### config.mk
export PLATFORM = sky130hd
export DESIGN_NAME = htat_front
export DESIGN_NICKNAME = d
export VERILOG_FILES = /design/src/rtl/htat_pkg.sv /design/src/rtl/htat_front.sv
export SDC_FILE = /design/constraint.sdc
export NUM_CORES = 1
export LEC_CHECK = 0
export BUFFER_PORTS_ARGS = -buffer_cell sky130_fd_sc_hd__buf_2
export CORE_MARGIN = 10
export CORE_UTILIZATION = 56
export CTS_BUF_LIST = sky130_fd_sc_hd__clkbuf_8 sky130_fd_sc_hd__clkbuf_16
export CTS_CLUSTER_SIZE = 25
export DETAILED_ROUTE_END_ITERATION = 8
export PLACE_DENSITY = 0.92
export SYNTH_ARGS = -nofsm -noshare
export SYNTH_HDL_FRONTEND = slang
export SYNTH_SLANG_ARGS = --single-unit
### constraint.sdc
create_clock -name clock -period 10.8 [get_ports clock]
set_clock_uncertainty 0.15 [all_clocks]
set_input_delay 1.62 -clock clock [delete_from_list [all_inputs] [get_ports clock]]
set_output_delay 1.62 -clock clock [all_outputs]
set_load 0.05 [all_outputs]
### src/rtl/htat_pkg.sv
// Shared types, constants and helpers for the host traffic accounting table.
package htat_pkg;

   localparam int LocalSlotsDef  = 64;
   localparam int RemoteSlotsDef = 16;

   localparam logic [31:0] HomePrefixRst = 32'hC0A8_0000;
   localparam logic [31:0] HomeMaskRst   = 32'hFFFF_0000;

   localparam logic [1:0] MODE_COUNT  = 2'd0;
   localparam logic [1:0] MODE_RD_LOC = 2'd1;
   localparam logic [1:0] MODE_RD_REM = 2'd2;
   localparam logic [1:0] MODE_CLEAR  = 2'd3;

   localparam logic [2:0] ST_UP          = 3'd0;
   localparam logic [2:0] ST_DOWN        = 3'd1;
   localparam logic [2:0] ST_NOT_HOME    = 3'd2;
   localparam logic [2:0] ST_LOCAL_FULL  = 3'd3;
   localparam logic [2:0] ST_REMOTE_FULL = 3'd4;
   localparam logic [2:0] ST_READ_OK     = 3'd5;
   localparam logic [2:0] ST_EMPTY       = 3'd6;
   localparam logic [2:0] ST_CLEARED     = 3'd7;

   localparam logic CSR_PREFIX = 1'b0;
   localparam logic CSR_MASK   = 1'b1;

   localparam int ReqBits = 96;
   localparam int RspBits = 112;

   // Classified command handed from front to back.
   typedef struct packed {
      logic [1:0]  mode;
      logic        up;
      logic [31:0] loc;
      logic [31:0] rem;
      logic [15:0] len;
      logic [9:0]  lslot;
      logic [7:0]  rslot;
   } cmd_type;

   typedef struct packed {
      logic [2:0]  status;
      logic [31:0] addr;
      logic [4:0]  sessions;
      logic [31:0] upload;
      logic [31:0] download;
      logic [6:0]  used;
   } rsp_type;

   function automatic logic [31:0] sat_add(input logic [31:0] a, input logic [15:0] b);
      logic [32:0] s;
      s = {1'b0, a} + {17'd0, b};
      return s[32] ? 32'hFFFF_FFFF : s[31:0];
   endfunction

endpackage

### src/rtl/htat_front.sv
// Front end: accepts request words, classifies packets against the home prefix.
module htat_front import htat_pkg::*; (
   input  logic               clock,
   input  logic               reset,
   input  logic               req_tvalid,
   output logic               req_tready,
   input  logic [ReqBits-1:0] req_tdata,
   input  logic               csr_we,
   input  logic [0:0]         csr_index,
   input  logic [31:0]        csr_wdata,
   output logic               cmd_valid,
   input  logic               cmd_ready,
   output cmd_type            cmd
);
   logic [31:0] prefix_ff, mask_ff;
   logic        valid_ff;
   cmd_type     cmd_ff, cmd_in;
   logic [1:0]  mode;
   logic [31:0] src, dst, home;
   logic        src_home, dst_home;

   assign mode = req_tdata[1:0];
   assign src  = req_tdata[33:2];
   assign dst  = req_tdata[65:34];
   assign home = prefix_ff & mask_ff;
   assign src_home = (src & mask_ff) == home;
   assign dst_home = (dst & mask_ff) == home;

   always_comb begin
      cmd_in       = '0;
      cmd_in.mode  = mode;
      cmd_in.up    = src_home;
      cmd_in.loc   = src_home ? src : dst;
      cmd_in.rem   = src_home ? dst : src;
      cmd_in.len   = req_tdata[81:66];
      cmd_in.lslot = {4'd0, req_tdata[87:82]};
      cmd_in.rslot = {4'd0, req_tdata[91:88]};
      // not-home packets become their own marker: mode count, loc unused
      if (mode == MODE_COUNT && !src_home && !dst_home) begin
         cmd_in.lslot = '1;
         cmd_in.rslot = '1;
         cmd_in.up    = 1'b0;
         cmd_in.loc   = '0;
         cmd_in.rem   = '0;
         cmd_in.len   = '0;
         cmd_in.mode  = MODE_COUNT;
      end
   end

   // not-home flag rides in an otherwise unused bit pattern; keep it explicit
   logic nothome_ff;
   logic nothome_in;
   assign nothome_in = (mode == MODE_COUNT) && !src_home && !dst_home;

   assign req_tready = !valid_ff || cmd_ready;
   assign cmd_valid  = valid_ff;
   always_comb begin
      cmd = cmd_ff;
      if (nothome_ff) cmd.mode = MODE_COUNT;
   end

   always_ff @(posedge clock) begin
      if (reset) begin
         prefix_ff <= HomePrefixRst;
         mask_ff   <= HomeMaskRst;
         valid_ff  <= 1'b0;
      end else begin
         if (csr_we && csr_index == CSR_PREFIX) prefix_ff <= csr_wdata;
         if (csr_we && csr_index == CSR_MASK)   mask_ff   <= csr_wdata;
         if (req_tready) valid_ff <= req_tvalid;
      end
      if (req_tready && req_tvalid) begin
         cmd_ff     <= cmd_in;
         nothome_ff <= nothome_in;
      end
   end
endmodule

# ---- Word level (Yosys, flattened, before mapping)
# Index checks and enable logic that the tools add are counted.
dict set report classes {
  div_mod_pow 0
  n_bitwise 4
  add_sub_neg 0
  n_eq_ne 2
  n_reduce_logical 10
  n_mux 4
  n_mul 0
  shifts 0
  n_lt_le_gt_ge 0
}
# operator count
set op_table {}
lappend op_table {{$and 32x32->32} 3}
lappend op_table {{$eq 32x32->1} 2}
lappend op_table {{$mux 32} 2}
lappend op_table {{$mux 18} 1}
lappend op_table {{$logic_and 1x1->1} 5}
lappend op_table {{$logic_not 1->1} 3}
lappend op_table {{$logic_not 2->1} 1}
lappend op_table {{$mux 2} 1}
lappend op_table {{$logic_or 1x1->1} 1}
lappend op_table {{$not 1->1} 1}
dict set report word_totals {
  latch_bits 0
  mem_bits_ro 0
  out_inout_bits 103
  ramBits 0
  wordCells 33
  ff_bits 167
  memories 0
  inputBits 134
}

# ---- Longest topological paths before layout
dict set report logic_depth {
  ltp_word 6
  ltp_mapped 9
  depth_no_buf 7
}

# ---- Worst setup path after synthesis
# No wires, ideal clock.
dict set report synth_path {
  path_kind {input-to-reg}
  from {in cmd_ready}
  to {reg cmd_ff, in the netlist cmd[0] (enable)}
  path_buffers 0
  arrival_ps 4340
  slack_ps 5847
  setup_time_ps 463
  cell_stages 2
  required_ps 10187
  cell_sequence {nand2b_1 > and2_1}
}
dict set report synth_between {
  elab_chain_cells 2
}
# item line_no
set synth_lines {}
lappend synth_lines {{start: declaration} htat_front.sv:12} ;# input logic cmd_ready,
lappend synth_lines {{$logic_or 1x1->1} htat_front.sv:55} ;# assign req_tready = !valid_ff || cmd_ready;
lappend synth_lines {{$logic_and 1x1->1} htat_front.sv:72} ;# if (req_tready && req_tvalid) begin
lappend synth_lines {{end signal: assignment} htat_front.sv:73} ;# cmd_ff <= cmd_in;
lappend synth_lines {{end: declaration} htat_front.sv:17} ;# cmd_type cmd_ff, cmd_in;
# Every way passes these cells.
# A chain may end at the register's enable or synchronous reset.

# ---- Worst setup path after layout
dict set report layout_path {
  from {in req_tdata[15]}
  to {reg cmd_ff, in the netlist cmd[20], data pin}
}
dict set report layout_between {
  elab_chain_cells 5
}
# item line_no
set layout_lines {}
lappend layout_lines {{start: declaration} htat_front.sv:7} ;# input logic [ReqBits-1:0] req_tdata,
lappend layout_lines {{$and 32x32->32} htat_front.sv:26} ;# assign src_home = (src & mask_ff) == home;
lappend layout_lines {{$eq 32x32->1} htat_front.sv:26}
lappend layout_lines {{$logic_not 1->1} htat_front.sv:39} ;# if (mode == MODE_COUNT && !src_home && !dst_home) begin
lappend layout_lines {{$logic_and 1x1->1 (2 in series)} htat_front.sv:39}
# Every way passes these cells.

==> summary.md <==
| Metric | Value |
|---|---|
| Critical Path End Type | `register` |
| CTS Root Buffer Type | `clkbuf_16` |
| Slew HR | `between 20% and 30%` |
| Post-layout util | `between 60% and 70%` |
| Max-Cap Viols | `0` |
| RD Place Congestion | `between 0.8 and 0.9` |
| Post-CTS Resized | `0` |
| Unrepaired setup endpoints after global routing | `no` |
| Core area | `around 14000 um2` |
| DRT iter0 DRCs | `789` |
| Slowest CP cell | `nor4_4` |
| CP cell instances | `buf_2 -> xor2_1 -> a22oi_1 -> nand4_1 -> or4_4 -> inv_2 -> nor4_4 -> nor2b_1` |
| WP data arrival | `4.99 ns` |
| Fill cell count | `978` |
| Worst-path clk slew | `approximately 0.060 ns` |
| Seq/Total Area, Yosys | `roughly 52%` |
| Final hold slack | `around 0.33 ns` |
| Final setup violation count | `0` |
| Status | `finished, final reports clean` |
| FMAX | `about 0.2 GHz` |
| Rows | `43` |
| Via Count | `6444` |
| Die footprint | `approximately 19000 um2` |
| Initial antenna violation count | `11` |
| CP peak stage delay | `~1.1 ns` |
| Peak VDD IR | `0.0001300 V` |
| Hold-fix buffers at CTS | `0` |
| Post-Synthesis Cells | `between 800 and 900` |
| Most frequent standard cell in the layout excluding fill and tap cells | `nand2_1` |
| CP max FO | `between 60 and 70` |
| Fin crit period | `between 5 and 6 ns` |
| Worst EP required | `between 10 and 15 ns` |
| First-pass GRT wire length | `34110 um` |
| Leakage | `3.928 nW` |
| Final Cycle Share | `46.52%` |
| Die Span X | `around 140 um` |
| TritonCTS clock tree | `yes` |
| Clock Latency Late Sink | `between 0.4 and 0.5 ns` |
| YS warnings | `0` |
| # nets final | `1078` |
| Final ANT Viol Nets | `0` |
| Total GRT Usage | `between 20 and 25%` |
| Hpwl dp | `between 15000 and 20000 um` |
| Kind of critical path | `in -> reg` |
| Min-Delay Path Class | `reg -> reg` |
| Slew of the pin with the lowest slew margin | `between 1 and 1.5 ns` |
| PD cells | `approximately 170 nW/um2` |
| I/O Pins | `around 240` |
| Largest net degree at the start of global routing | `84` |
| Clock Sinks | `around 160` |
| Longest Clk Path Bufs | `2` |
| WL final | `22850 um` |
| DIE HEIGHT | `~140 um` |
| H-tree depth | `4` |
| P&R area growth vs syn | `13.80%` |
| Drt via density | `around 5.6` |
| Mapped Area | `a little under 8000 um2` |
| Buffers on Ports | `232` |
| Share of cells above drive strength 1 | `28.84%` |
| Postcts setup bufs | `0` |
| Max-slew violations | `0` |
| Total grt overflow | `0` |
| Nature of the critical path startpoint | `primary input` |
| Netlist cell types | `24` |
| Post-DR wirelength/cell | `19.94 um` |
| Setup_tns | `0 ns` |
| Initial Util | `a little under three fifths` |
| Final Hold Fails | `0` |
| Most frequent cells in the layout | `nand2_1, buf_2, edfxtp_1, dfxtp_1, xor2_1` |
| Syn Area/Cell | `9.459 um2` |
| FF+latch count, synth | `159` |
| Number of global-route vias before repair | `slightly above 6k` |
| CTS buffer count | `17` |
| Pre-Repair DR Iteration Count | `6` |
| Number of remaining DRC errors | `0` |
| Net count after synthesis | `966` |
## per-stage QoR
stage	instance area, um2	cells	setup WS, ns	total power, mW
after CTS	8934	1137	5.780	1.549
after detailed placement	8342	1105	5.484	0.9652
after global placement	8342	1105	5.584	0.9582
final	8956	1146	5.776	1.549
after global routing	8939	1139	5.481	1.597
after floorplan	7870	832	5.847	0.9119
## worst paths after layout
kind                 start         end  slack (ns)  cells past startpoint
min             mask_ff[2]  mask_ff[2]        0.33                      2
min reg2reg     mask_ff[2]  mask_ff[2]        0.33                      2
max reg2reg  prefix_ff[13]     cmd[20]        6.69                      7
max          req_tdata[15]     cmd[20]        5.78                      8
## synthesized netlist by cell type
cell | number | area [um2]
edfxtp_1 | 94 | 2823
nor4_4 | 1 | 21.27
nand2b_1 | 2 | 12.51
nor3_2 | 1 | 10.01
nand4_1 | 8 | 50.05
o21ai_1 | 11 | 55.05
nand2_1 | 257 | 964.7
nor4_2 | 1 | 12.51
a22oi_1 | 32 | 240.2
buf_2 | 8 | 40.04
or2_1 | 10 | 62.56
buf_6 | 3 | 33.78
xor2_1 | 64 | 560.5
dfxtp_1 | 65 | 1301
a21oi_1 | 44 | 220.2
clkbuf_1 | 29 | 108.9
or4_4 | 1 | 11.26
nor2b_1 | 19 | 118.9
buf_4 | 104 | 780.8
nand3b_1 | 21 | 157.7
o21ai_0 | 53 | 265.3
inv_2 | 1 | 3.750
and2_1 | 2 | 12.51
inv_1 | 1 | 3.750
## area by class of cell
class / count / area [um2] / share of cell area (%)
sequential: 159 / 4124 / 46.05
clock buffer: 19 / 452.9 / 5.057
multi-input combinational: 527 / 2786 / 31.11
antenna: 9 / 22.52 / 0.2515
inverter: 2 / 7.507 / 0.08382
clock inverter: 13 / 138.9 / 1.551
timing repair buffer: 237 / 1199 / 13.38
tap: 180 / 225.2 / 2.515
## cell families (layout without fill, tap and decap cells)
kind of cell	count (synthesis)	count (layout)	synth area share, %
AND/OR/NAND/NOR	323	323	18.22
flip-flops	159	159	52.40
buffers and inverters	146	271	12.34
AO/OA/AOI/OAI	140	140	9.920
XOR/XNOR	64	64	7.122
other	0	9	0
## sequential cells by signal (all words and copies together), names as in the netlist
register and cells:
cmd_ff 2, mask_ff 32, prefix_ff 32, cmd 92, cmd_valid 1
## report_power, final
group | internal [mW] | switching, mW
Clock | 0.352 | 0.240
Sequential | 0.685 | 0.0195
Combinational | 0.0698 | 0.183
## layer usage
| metal | GRT usage (%) | vias up | wire (um) |
|---|---|---|---|
| li1 | - | 2927 | - |
| met4 | 8.657 | 6 | 667 |
| met1 | 24.20 | 3033 | 7853 |
| met5 | 0 | - | 38 |
| met2 | 38.86 | 418 | 11520 |
| met3 | 7.945 | 60 | 2765 |
## worst max-delay path: cells and delay by family
kind	cells	cell delay (ns)
AO/OA/AOI/OAI	1	0.21
buffers and inverters	2	0.78
AND/OR/NAND/NOR	4	2.03
XOR/XNOR	1	0.29
Note: power is estimated with default switching activity, not from simulation.
