$ cat src/rtl/htat_pkg.sv
// Shared types, constants and helpers for the host traffic accounting table.
package htat_pkg;

   localparam int LocalSlotsDef  = 64;
   localparam int RemoteSlotsDef = 16;

   localparam logic [31:0] HomePrefixRst = 32'hC0A8_0000;
   localparam logic [31:0] HomeMaskRst   = 32'hFFFF_0000;

   localparam logic [1:0] MODE_COUNT  = 2'd0;
   localparam logic [1:0] MODE_RD_LOC = 2'd1;
   localparam logic [1:0] MODE_RD_REM = 2'd2;
   localparam logic [1:0] MODE_CLEAR  = 2'd3;

   localparam logic [2:0] ST_UP          = 3'd0;
   localparam logic [2:0] ST_DOWN        = 3'd1;
   localparam logic [2:0] ST_NOT_HOME    = 3'd2;
   localparam logic [2:0] ST_LOCAL_FULL  = 3'd3;
   localparam logic [2:0] ST_REMOTE_FULL = 3'd4;
   localparam logic [2:0] ST_READ_OK     = 3'd5;
   localparam logic [2:0] ST_EMPTY       = 3'd6;
   localparam logic [2:0] ST_CLEARED     = 3'd7;

   localparam logic CSR_PREFIX = 1'b0;
   localparam logic CSR_MASK   = 1'b1;

   localparam int ReqBits = 96;
   localparam int RspBits = 112;

   // Classified command handed from front to back.
   typedef struct packed {
      logic [1:0]  mode;
      logic        up;
      logic [31:0] loc;
      logic [31:0] rem;
      logic [15:0] len;
      logic [9:0]  lslot;
      logic [7:0]  rslot;
   } cmd_type;

   typedef struct packed {
      logic [2:0]  status;
      logic [31:0] addr;
      logic [4:0]  sessions;
      logic [31:0] upload;
      logic [31:0] download;
      logic [6:0]  used;
   } rsp_type;

   function automatic logic [31:0] sat_add(input logic [31:0] a, input logic [15:0] b);
      logic [32:0] s;
      s = {1'b0, a} + {17'd0, b};
      return s[32] ? 32'hFFFF_FFFF : s[31:0];
   endfunction

endpackage

$ cat src/rtl/htat_queue.sv
// Short command queue decoupling the front end from the table engine.
module htat_queue import htat_pkg::*; (
   input  logic    clock,
   input  logic    reset,
   input  logic    in_valid,
   output logic    in_ready,
   input  cmd_type in_cmd,
   input  logic    in_nothome,
   output logic    out_valid,
   input  logic    out_ready,
   output cmd_type out_cmd,
   output logic    out_nothome
);
   cmd_type     q_ff [2];
   logic        nh_ff [2];
   logic [1:0]  cnt_ff;
   logic        wp_ff, rp_ff;
   logic        push, pop;

   assign in_ready    = cnt_ff != 2'd2;
   assign out_valid   = cnt_ff != 2'd0;
   assign push        = in_valid && in_ready;
   assign pop         = out_valid && out_ready;
   assign out_cmd     = q_ff[rp_ff];
   assign out_nothome = nh_ff[rp_ff];

   always_ff @(posedge clock) begin
      if (reset) begin
         cnt_ff <= '0;
         wp_ff  <= 1'b0;
         rp_ff  <= 1'b0;
      end else begin
         if (push) wp_ff <= !wp_ff;
         if (pop)  rp_ff <= !rp_ff;
         cnt_ff <= cnt_ff + {1'b0, push} - {1'b0, pop};
      end
      if (push) begin
         q_ff[wp_ff]  <= in_cmd;
         nh_ff[wp_ff] <= in_nothome;
      end
   end
endmodule

$ cat config.mk
export PLATFORM = sky130hd
export DESIGN_NAME = htat_queue
export DESIGN_NICKNAME = d
export VERILOG_FILES = /design/src/rtl/htat_pkg.sv /design/src/rtl/htat_queue.sv
export SDC_FILE = /design/constraint.sdc
export NUM_CORES = 1
export LEC_CHECK = 0
export CAP_MARGIN = 5
export CORE_UTILIZATION = 50
export CTS_CLUSTER_SIZE = 20
export DETAILED_ROUTE_END_ITERATION = 12
export DONT_BUFFER_PORTS = 1
export SYNTH_ARGS = -nofsm -noshare
export SYNTH_HDL_FRONTEND = slang
export SYNTH_SLANG_ARGS = --single-unit
$ cat constraint.sdc
create_clock -name clock -period 7.1 [get_ports clock]
set_clock_uncertainty 0.1 [all_clocks]
set_input_delay 0.71 -clock clock [delete_from_list [all_inputs] [get_ports clock]]
set_output_delay 0.71 -clock clock [all_outputs]
set_load 0.03 [all_outputs]
**Yosys cells after proc, flatten, opt, wreduce, memory -nomap -nowiden**

Memories as Yosys holds them, arrays and structs flattened. A register that Yosys moved wholly into a read port is not among the register bits.
Cells that the tools add are included.

- Register bits after elaboration: 4
- Bits in latches: 0
- RAM bits: 204
- ROM bits: 0
- Input bits: 106
- Output and inout port bits: 104
- Memories kept: 2

Memory list:

| name | depth | width | rd ports | clocked after Yosys merged registers in | wr ports | RTL line | text |
|---|---|---|---|---|---|---|---|
| q_ff | 2 | 101 | 1 | 1 | 1 | htat_queue.sv:14 | `cmd_type q_ff [2];` |
| nh_ff | 2 | 1 | 1 | 1 | 1 | htat_queue.sv:15 | `logic nh_ff [2];` |

- Add/sub/neg operators: 2
- Multipliers: 0
- Div/mod/pow operators: 0
- Order comparisons: 0
- Equality and inequality tests: 1
- Shifts and indexed selects: 0
- Multiplexer cells: 6
- Bitwise logic cells: 0
- Reduce and logical (&&, ||, !) cells: 5

Operators with widths:

| cell | number |
|---|---|
| $mux W1 | 6 |
| $add A2 B1 Y2 | 1 |
| $logic_and A1 B1 Y1 | 2 |
| $logic_not A1 Y1 | 2 |
| $ne A2 B2 Y1 const B | 1 |
| $reduce_bool A2 Y1 | 1 |
| $sub A2 B1 Y2 | 1 |

**Logic depth before layout (Yosys ltp)**

Gate-level depths: netlist of the first run.

- Depth in word-level cells: 4
- Gate-level depth with buffers: 6
- Gate-level depth less buffers: 6

**Worst setup path before layout of the first run**

No wires, ideal clock.

- Path kind: register -> register
- Start: register cnt_ff[0]
- End: memory nh_ff[1] (enable)
- Arrival time: 3,217 ps
- Slack: 3,310 ps
- Stages on the path, launching flop included: 3
- Path buffers: 0
- Cells stage by stage: dfxtp_1 nand2b_1 and3_1

- Cells in the longest elaborated chain, start to end: 4

Ends and longest elaborated chain:

| element | RTL line | text |
|---|---|---|
| start: declaration | htat_queue.sv:16 | `logic [1:0] cnt_ff;` |
| start signal: assignment | htat_queue.sv:35 | `cnt_ff <= cnt_ff + {1'b0, push} - {1'b0, pop};` |
| $ne A2 B2 Y1 | htat_queue.sv:20 | `assign in_ready = cnt_ff != 2'd2;` |
| net in_ready | htat_queue.sv:6 | `output logic in_ready,` |
| $logic_and A1 B1 Y1 | htat_queue.sv:22 | `assign push = in_valid && in_ready;` |
| $mux W1 | htat_queue.sv:37 | `if (push) begin` |
| $mux W1 (not written as such) | htat_queue.sv:39 | `nh_ff[wp_ff] <= in_nothome;` |
| end: declaration | htat_queue.sv:15 |  |

The timed path passes the listed nets, and every way through them passes these cells.

==> run summary, run 1 <==
Ratio of final minimum period to clock period = 46.4%
ANT cells = 0
Min-Delay Startpoint = reset
Commonest cells after routing, fill and taps aside = edfxtp_1, mux2_1, mux2_2
# IOs = 210
DRT Pass-1 Iters = 10
Max incr delay on CP = 0.94 ns
Clk slew on worst S/H paths = 0.06 ns
Final wirelength = 12.6 mm
Pwr dens = 382 mW/mm2
CTS tree = yes
Failing checks = design-rule violations
RSZ-0062 raised after global routing = no
Post-Syn Area per Cell = 22.1 um2
Status = finished with violations
Final Hold Vio Count = 0
Gr usage total = 15.7%
Total power = 3.23 mW
Hold-fix buffers, CTS = 0
Fin Hold WS = 0.177 ns
Nets = 469
Most common cell after layout, fill and taps aside = edfxtp_1
Die Y = 126 um
DRT antenna net count = 0
Fmax = 303 MHz
Congestion Overflow GR = 0
DRC viols = 14
Hold path cells = 1
Largest area contributor in the netlist = edfxtp_1
Slowest cell on crit path = buf_4
Starting Density = 52.0%
Die area = 0.0158 mm2
CP Class = reg2out
Area growth syn-to-layout = 10.8%
CP Cell Sequence = buf_4, mux2_1
Vias per cell = 5.57
Routed len/inst = 22.4 um
Sequential area share after synthesis = 81.5%
# Max-Cap Violations = 0
Syn nets = 453
DR iter-0 viols = 262
Share of cells above drive strength 1 = 17.2%
RePlAce Congestion = 0.667
Worst EP arrival = 2.49 ns
PortBufs = 0
Min cycle time layout = 3.30 ns
FFs w/ async S/R, synth = 0%
Ys flop type = edfxtp_1
Final Setup Violations = 0
Worst Hold Class = in2reg
Number of synthesized flops with an enable pin = 204
Post-layout util = 57.6%
CTS sink cnt = 209
Mapped Cells = 346
Synth Register Bits = 209
Worst-path fanout max = 89
Setup TNS = 0 ns
Cell leakage power = 2.76 nW
Startpoint Class = flop
Peak VDD IR = 0.324 mV
Via count = 3126
R2r worst-path depth = 4
Clk buf depth = 3
# Post-CTS Setup Buffers = 0
Required time worst endpoint = 6.29 ns
Reg2reg end = q_ff[0][83]$_DFFE_PP_
Share of the synthesized area in the top cell type = 80.2%
Slew Viols, Final = 0
Largest net degree at the start of global routing = 90
Crit path capture type = output port
Worst-skew pair later-pin latency = 0.49 ns
Row cnt = 44
TritonCTS buffer count = 22
H-tree levels = 1
Post-synth cell types = 25
Post-cts resize count = 0
Core Footprint = 0.0147 mm2
Worst-Margin Slew = 1.20 ns
Synthesis Warnings = 0
Worst reg-to-reg setup slack = 4.30 ns
Initial antenna violation count = 0
Synthesized area = 0.00764 mm2
Root buffer cell = clkbuf_16
Vias in the first global route = 3258
Die width = 126 um
Worst R2R Start = cnt_ff[0]$_SDFF_PP0_
Main area contributors after synthesis = edfxtp_1, mux2_1, mux2_2
Slew HR = 19.7%
First-pass GRT wire length = 18.7 mm
[synthesized netlist by cell type, types with 2 or more instances]
library cell	n
and3_1	2
buf_2	2
buf_6	8
dfxtp_1	5
edfxtp_1	204
mux2_1	76
mux2_2	26
nor2_1	4
nor2b_1	2
o21ai_0	2
[per-layer routing]
layer  GRT usage (%)  up-vias  part of all wire, %
met5               0        -                    0
met1            16.5     1546                   34
met2            26.4      147                   49
met3            9.35       26                   14
met4            4.88        0                  2.2
li1                -     1407                    -
[worst max-delay path by stage]
stage | startpoint | end | slack, ns | depth (start not counted)
final | flop | out_cmd[28] | 3.80 | 2
after detailed placement | cnt_ff[0]$_SDFF_PP0_ | q_ff[0][18]$_DFFE_PP_ | 4.28 | 4
after floorplan | cnt_ff[0]$_SDFF_PP0_ | nh_ff[1]$_DFFE_PP_ | 3.31 | 2
after global routing | flop | out_cmd[28] | 3.64 | 2
after global placement | flop | out_cmd[83] | 4.30 | 2
after CTS | flop | out_cmd[28] | 3.75 | 2
[sequential cells by signal, summed over array words and instances (netlist names), named ones only]
name	flops
q_ff	202
cnt_ff	2
rp_ff	1
wp_ff	1
nh_ff	2
[kinds of logic after synthesis]
kind of cell | share of synthesized area (%)
adder cells (fa/ha/maj) | 0.164
AND/OR/NAND/NOR | 1.20
multiplexers | 15.0
buffers and inverters | 1.46
AO/OA/AOI/OAI | 0.573
XOR/XNOR | 0.115
flip-flops | 81.5
[final cells by class]
class,instances,area [um2]
timing repair buffer,3,22.5
fill,1084,6230
multi-input combinational,125,1310
clock buffer,24,579
sequential,209,6230
tap,184,230
inverter,1,6.26
clock inverter,15,88.8
[metrics by stage]
step / setup WS, ns / instances / instance area (um2)
after floorplan: 3.31 / 346 / 7640
after global placement: 4.30 / 522 / 7800
after detailed placement: 4.28 / 522 / 7800
after CTS: 3.75 / 561 / 8470
after global routing: 3.64 / 561 / 8470
final: 3.80 / 561 / 8470
[power by group]
part | internal (mW) | total [mW] | switching (mW)
registers | 1.50 | 1.53 | 0.0343
clock network | 0.619 | 1.05 | 0.428
logic | 0.147 | 0.651 | 0.504
total | 2.27 | 3.23 | 0.966
[worst max-delay path, delay by kind of cell, from the launching register on]
kind / cells / cell delay [ns]
buffers and inverters: 1 / 0.94
flip-flops: 1 / 0.45
multiplexers: 1 / 0.55
(Power assumes the default switching activity.)
==> run 2, diff against run 1 <==
Clock period 7.1 ns to 3.1 ns, I/O delays scaled along.
==> run summary, run 2 (synthesis gave the netlist of run 1 again) <==
Delay-heaviest family, CP = flip-flops
First-pass GRT wire length = 20.5 mm (+9.9%)
CP Cell Sequence = buf_12, mux2_1
Largest regs = q_ff (202), cnt_ff (2), nh_ff (2)
CTS sink cnt = 209 (unchanged)
Failing checks = design-rule violations
Hpwl dp = 7.93 mm
Number of cells on the critical path = 2 (unchanged)
Most common cell after layout, fill and taps aside = edfxtp_1
Routed len/inst = 20.0 um (-11%)
Die Y = 126 um (unchanged)
DRT Pass-1 Iters = 8 (-2)
Worst-Margin Slew = 0.597 ns (-0.608 ns)
Final Setup Violations = 0 (unchanged)
Starting Density = 52.0% (unchanged)
Fillers = 990 (-8.7%)
Worst Hold Class = in2reg
Cell leakage power = 3.23 nW (+17%)
TritonCTS buffer count = 22 (unchanged)
PortBufs = 0 (unchanged)
Worst path buffer plus inverter count = 1 (unchanged)
Setup crit end = out_cmd[29]
Peak VDD IR = 0.970 mV (+200%)
Core Footprint = 0.0147 mm2 (unchanged)
Worst R2R Start = cnt_ff[0]$_SDFF_PP0_
Share of cells above drive strength 1 = 14.4% (-2.9 points)
ANT cells = 0 (unchanged)
Final Hold Vio Count = 0 (unchanged)
Fmax = 396 MHz
Vias in the first global route = 3782 (+16%)
Clk slew on worst S/H paths = 0.06 ns (about the same)
# IOs = 210 (unchanged)
Area growth syn-to-layout = 25.6%
Pwr dens = 788 mW/mm2 (+110%)
Gr usage total = 16.9% (+1.2 points)
Via count = 3523 (+13%)
Part of the power in registers = 46.9% (-0.6 points)
Reg2reg end = q_ff[1][59]$_DFFE_PP_
R2r worst-path depth = 3 (-1)
DRT antenna net count = 0 (unchanged)
Crit path capture type = output port
Biggest register = q_ff
Multi-input logic area = 0.00131 mm2 (unchanged)
Ratio of final minimum period to clock period = 81.4%
FF/Latch Area = 0.00623 mm2 (unchanged)
Min cycle time layout = 2.52 ns
# Post-CTS Setup Buffers = 0 (unchanged)
Post-cts resize count = 0 (unchanged)
RePlAce Congestion = 0.702 (+5.2%)
Slowest cell on crit path = dfxtp_4
Congestion Overflow GR = 0 (unchanged)
Initial antenna violation count = 0 (unchanged)
Slew Viols, Final = 0 (unchanged)
Pint = 5.32 mW (+130%)
Required time worst endpoint = 2.69 ns (-3.60 ns)
Worst-path fanout max = 50 (-44%)
NetSw = 2.25 mW (+130%)
Comb power frac = 21.4% (+1.3 points)
Clk buf depth = 3 (unchanged)
Clock power share = 31.7% (-0.7 points)
Row cnt = 44 (unchanged)
RSZ-0062 raised after global routing = no
Setup TNS = 0 ns (unchanged)
Total power = 7.57 mW (+130%)
Commonest cells after routing, fill and taps aside = edfxtp_1, dlygate4sd3_1, mux2_1
Max incr delay on CP = 0.71 ns (-0.23 ns)
Vias per cell = 5.25 (-5.8%)
# Max-Cap Violations = 0 (unchanged)
Die area = 0.0158 mm2 (unchanged)
Final wirelength = 13.4 mm (+6.8%)
Sw Share = 29.7% (-0.14 points)
H-tree levels = 1 (unchanged)
Startpoint Class = flop
DR iter-0 viols = 222 (-15%)
Slew HR = 60.2% (+41 points)
Nets = 579 (+23%)
Worst reg-to-reg setup slack = 0.95 ns (-3.35 ns)
Worst-skew pair later-pin latency = 0.49 ns (about the same)
Max FFs per register = 202 (unchanged)
DRC viols = 13 (-1)
Die width = 126 um (unchanged)
Root buffer cell = clkbuf_16
Worst EP arrival = 2.11 ns (-0.38 ns)
CP Class = reg2out
Hold-fix buffers, CTS = 106 (+106)
CTS tree = yes
Status = finished with violations
Largest net degree at the start of global routing = 103 (+14%)
run 2: area by class of cell:
cell class,instances,area share [%]
Clock buffer,27,6.15
Sequential cell,209,64.9
Clock inverter,12,0.847
Inverter,1,0.0782
Timing Repair Buffer,113,12.0
Multi-Input combinational cell,125,13.6
Tap cell,184,2.40
run 2: worst min-delay path by stage:
stage                     depth (start not counted)  slack (ns)              endpoint     start
after floorplan                                   1        0.28    wp_ff$_SDFFE_PP0P_     reset
after global placement                            1        0.28                  flop     reset
after detailed placement                          1        0.28                  flop     reset
after CTS                                         3        0.09  cnt_ff[1]$_SDFF_PP0_  in_valid
after global routing                              3        0.14  cnt_ff[1]$_SDFF_PP0_  in_valid
final                                             3        0.11  cnt_ff[1]$_SDFF_PP0_  in_valid
run 2: worst register-to-register path, stage by stage (launching register included):
cell	delay, ns
dfxtp_1	0.40
nand2b_1	0.39
and3_4	0.57
buf_12	0.33
run 2: power groups by stage:
stage | clock [mW] | sequential [mW] | combinational (mW)
after global routing | 2.56 | 3.58 | 1.69
after floorplan | 0 | 3.54 | 1.39
final | 2.40 | 3.55 | 1.62
after CTS | 2.46 | 3.55 | 1.64
after detailed placement | 0 | 3.61 | 1.50
after global placement | 0 | 3.60 | 1.50
run 2: metrics by stage:
step	area (um2)	hold slack (ns)	setup slack (ns)	instances	util, %
floorplan	7650	0.279	0.204	346	-
global placement	7870	0.278	0.974	526	53.5
detailed placement	7870	0.278	0.951	526	53.5
CTS	9600	0.0884	0.531	671	65.3
global route	9600	0.139	0.454	671	65.3
finish	9600	0.109	0.576	671	65.3
run 2: metal layers:
| metal | global-route usage [%] | vias up | part of all wire [%] |
|---|---|---|---|
| met3 | 6.97 | 30 | 9.4 |
| met5 | 0 | - | 0 |
| met1 | 18.5 | 1726 | 37 |
| met2 | 29.6 | 135 | 50 |
| met4 | 6.17 | 0 | 3.1 |
| li1 | - | 1632 | - |
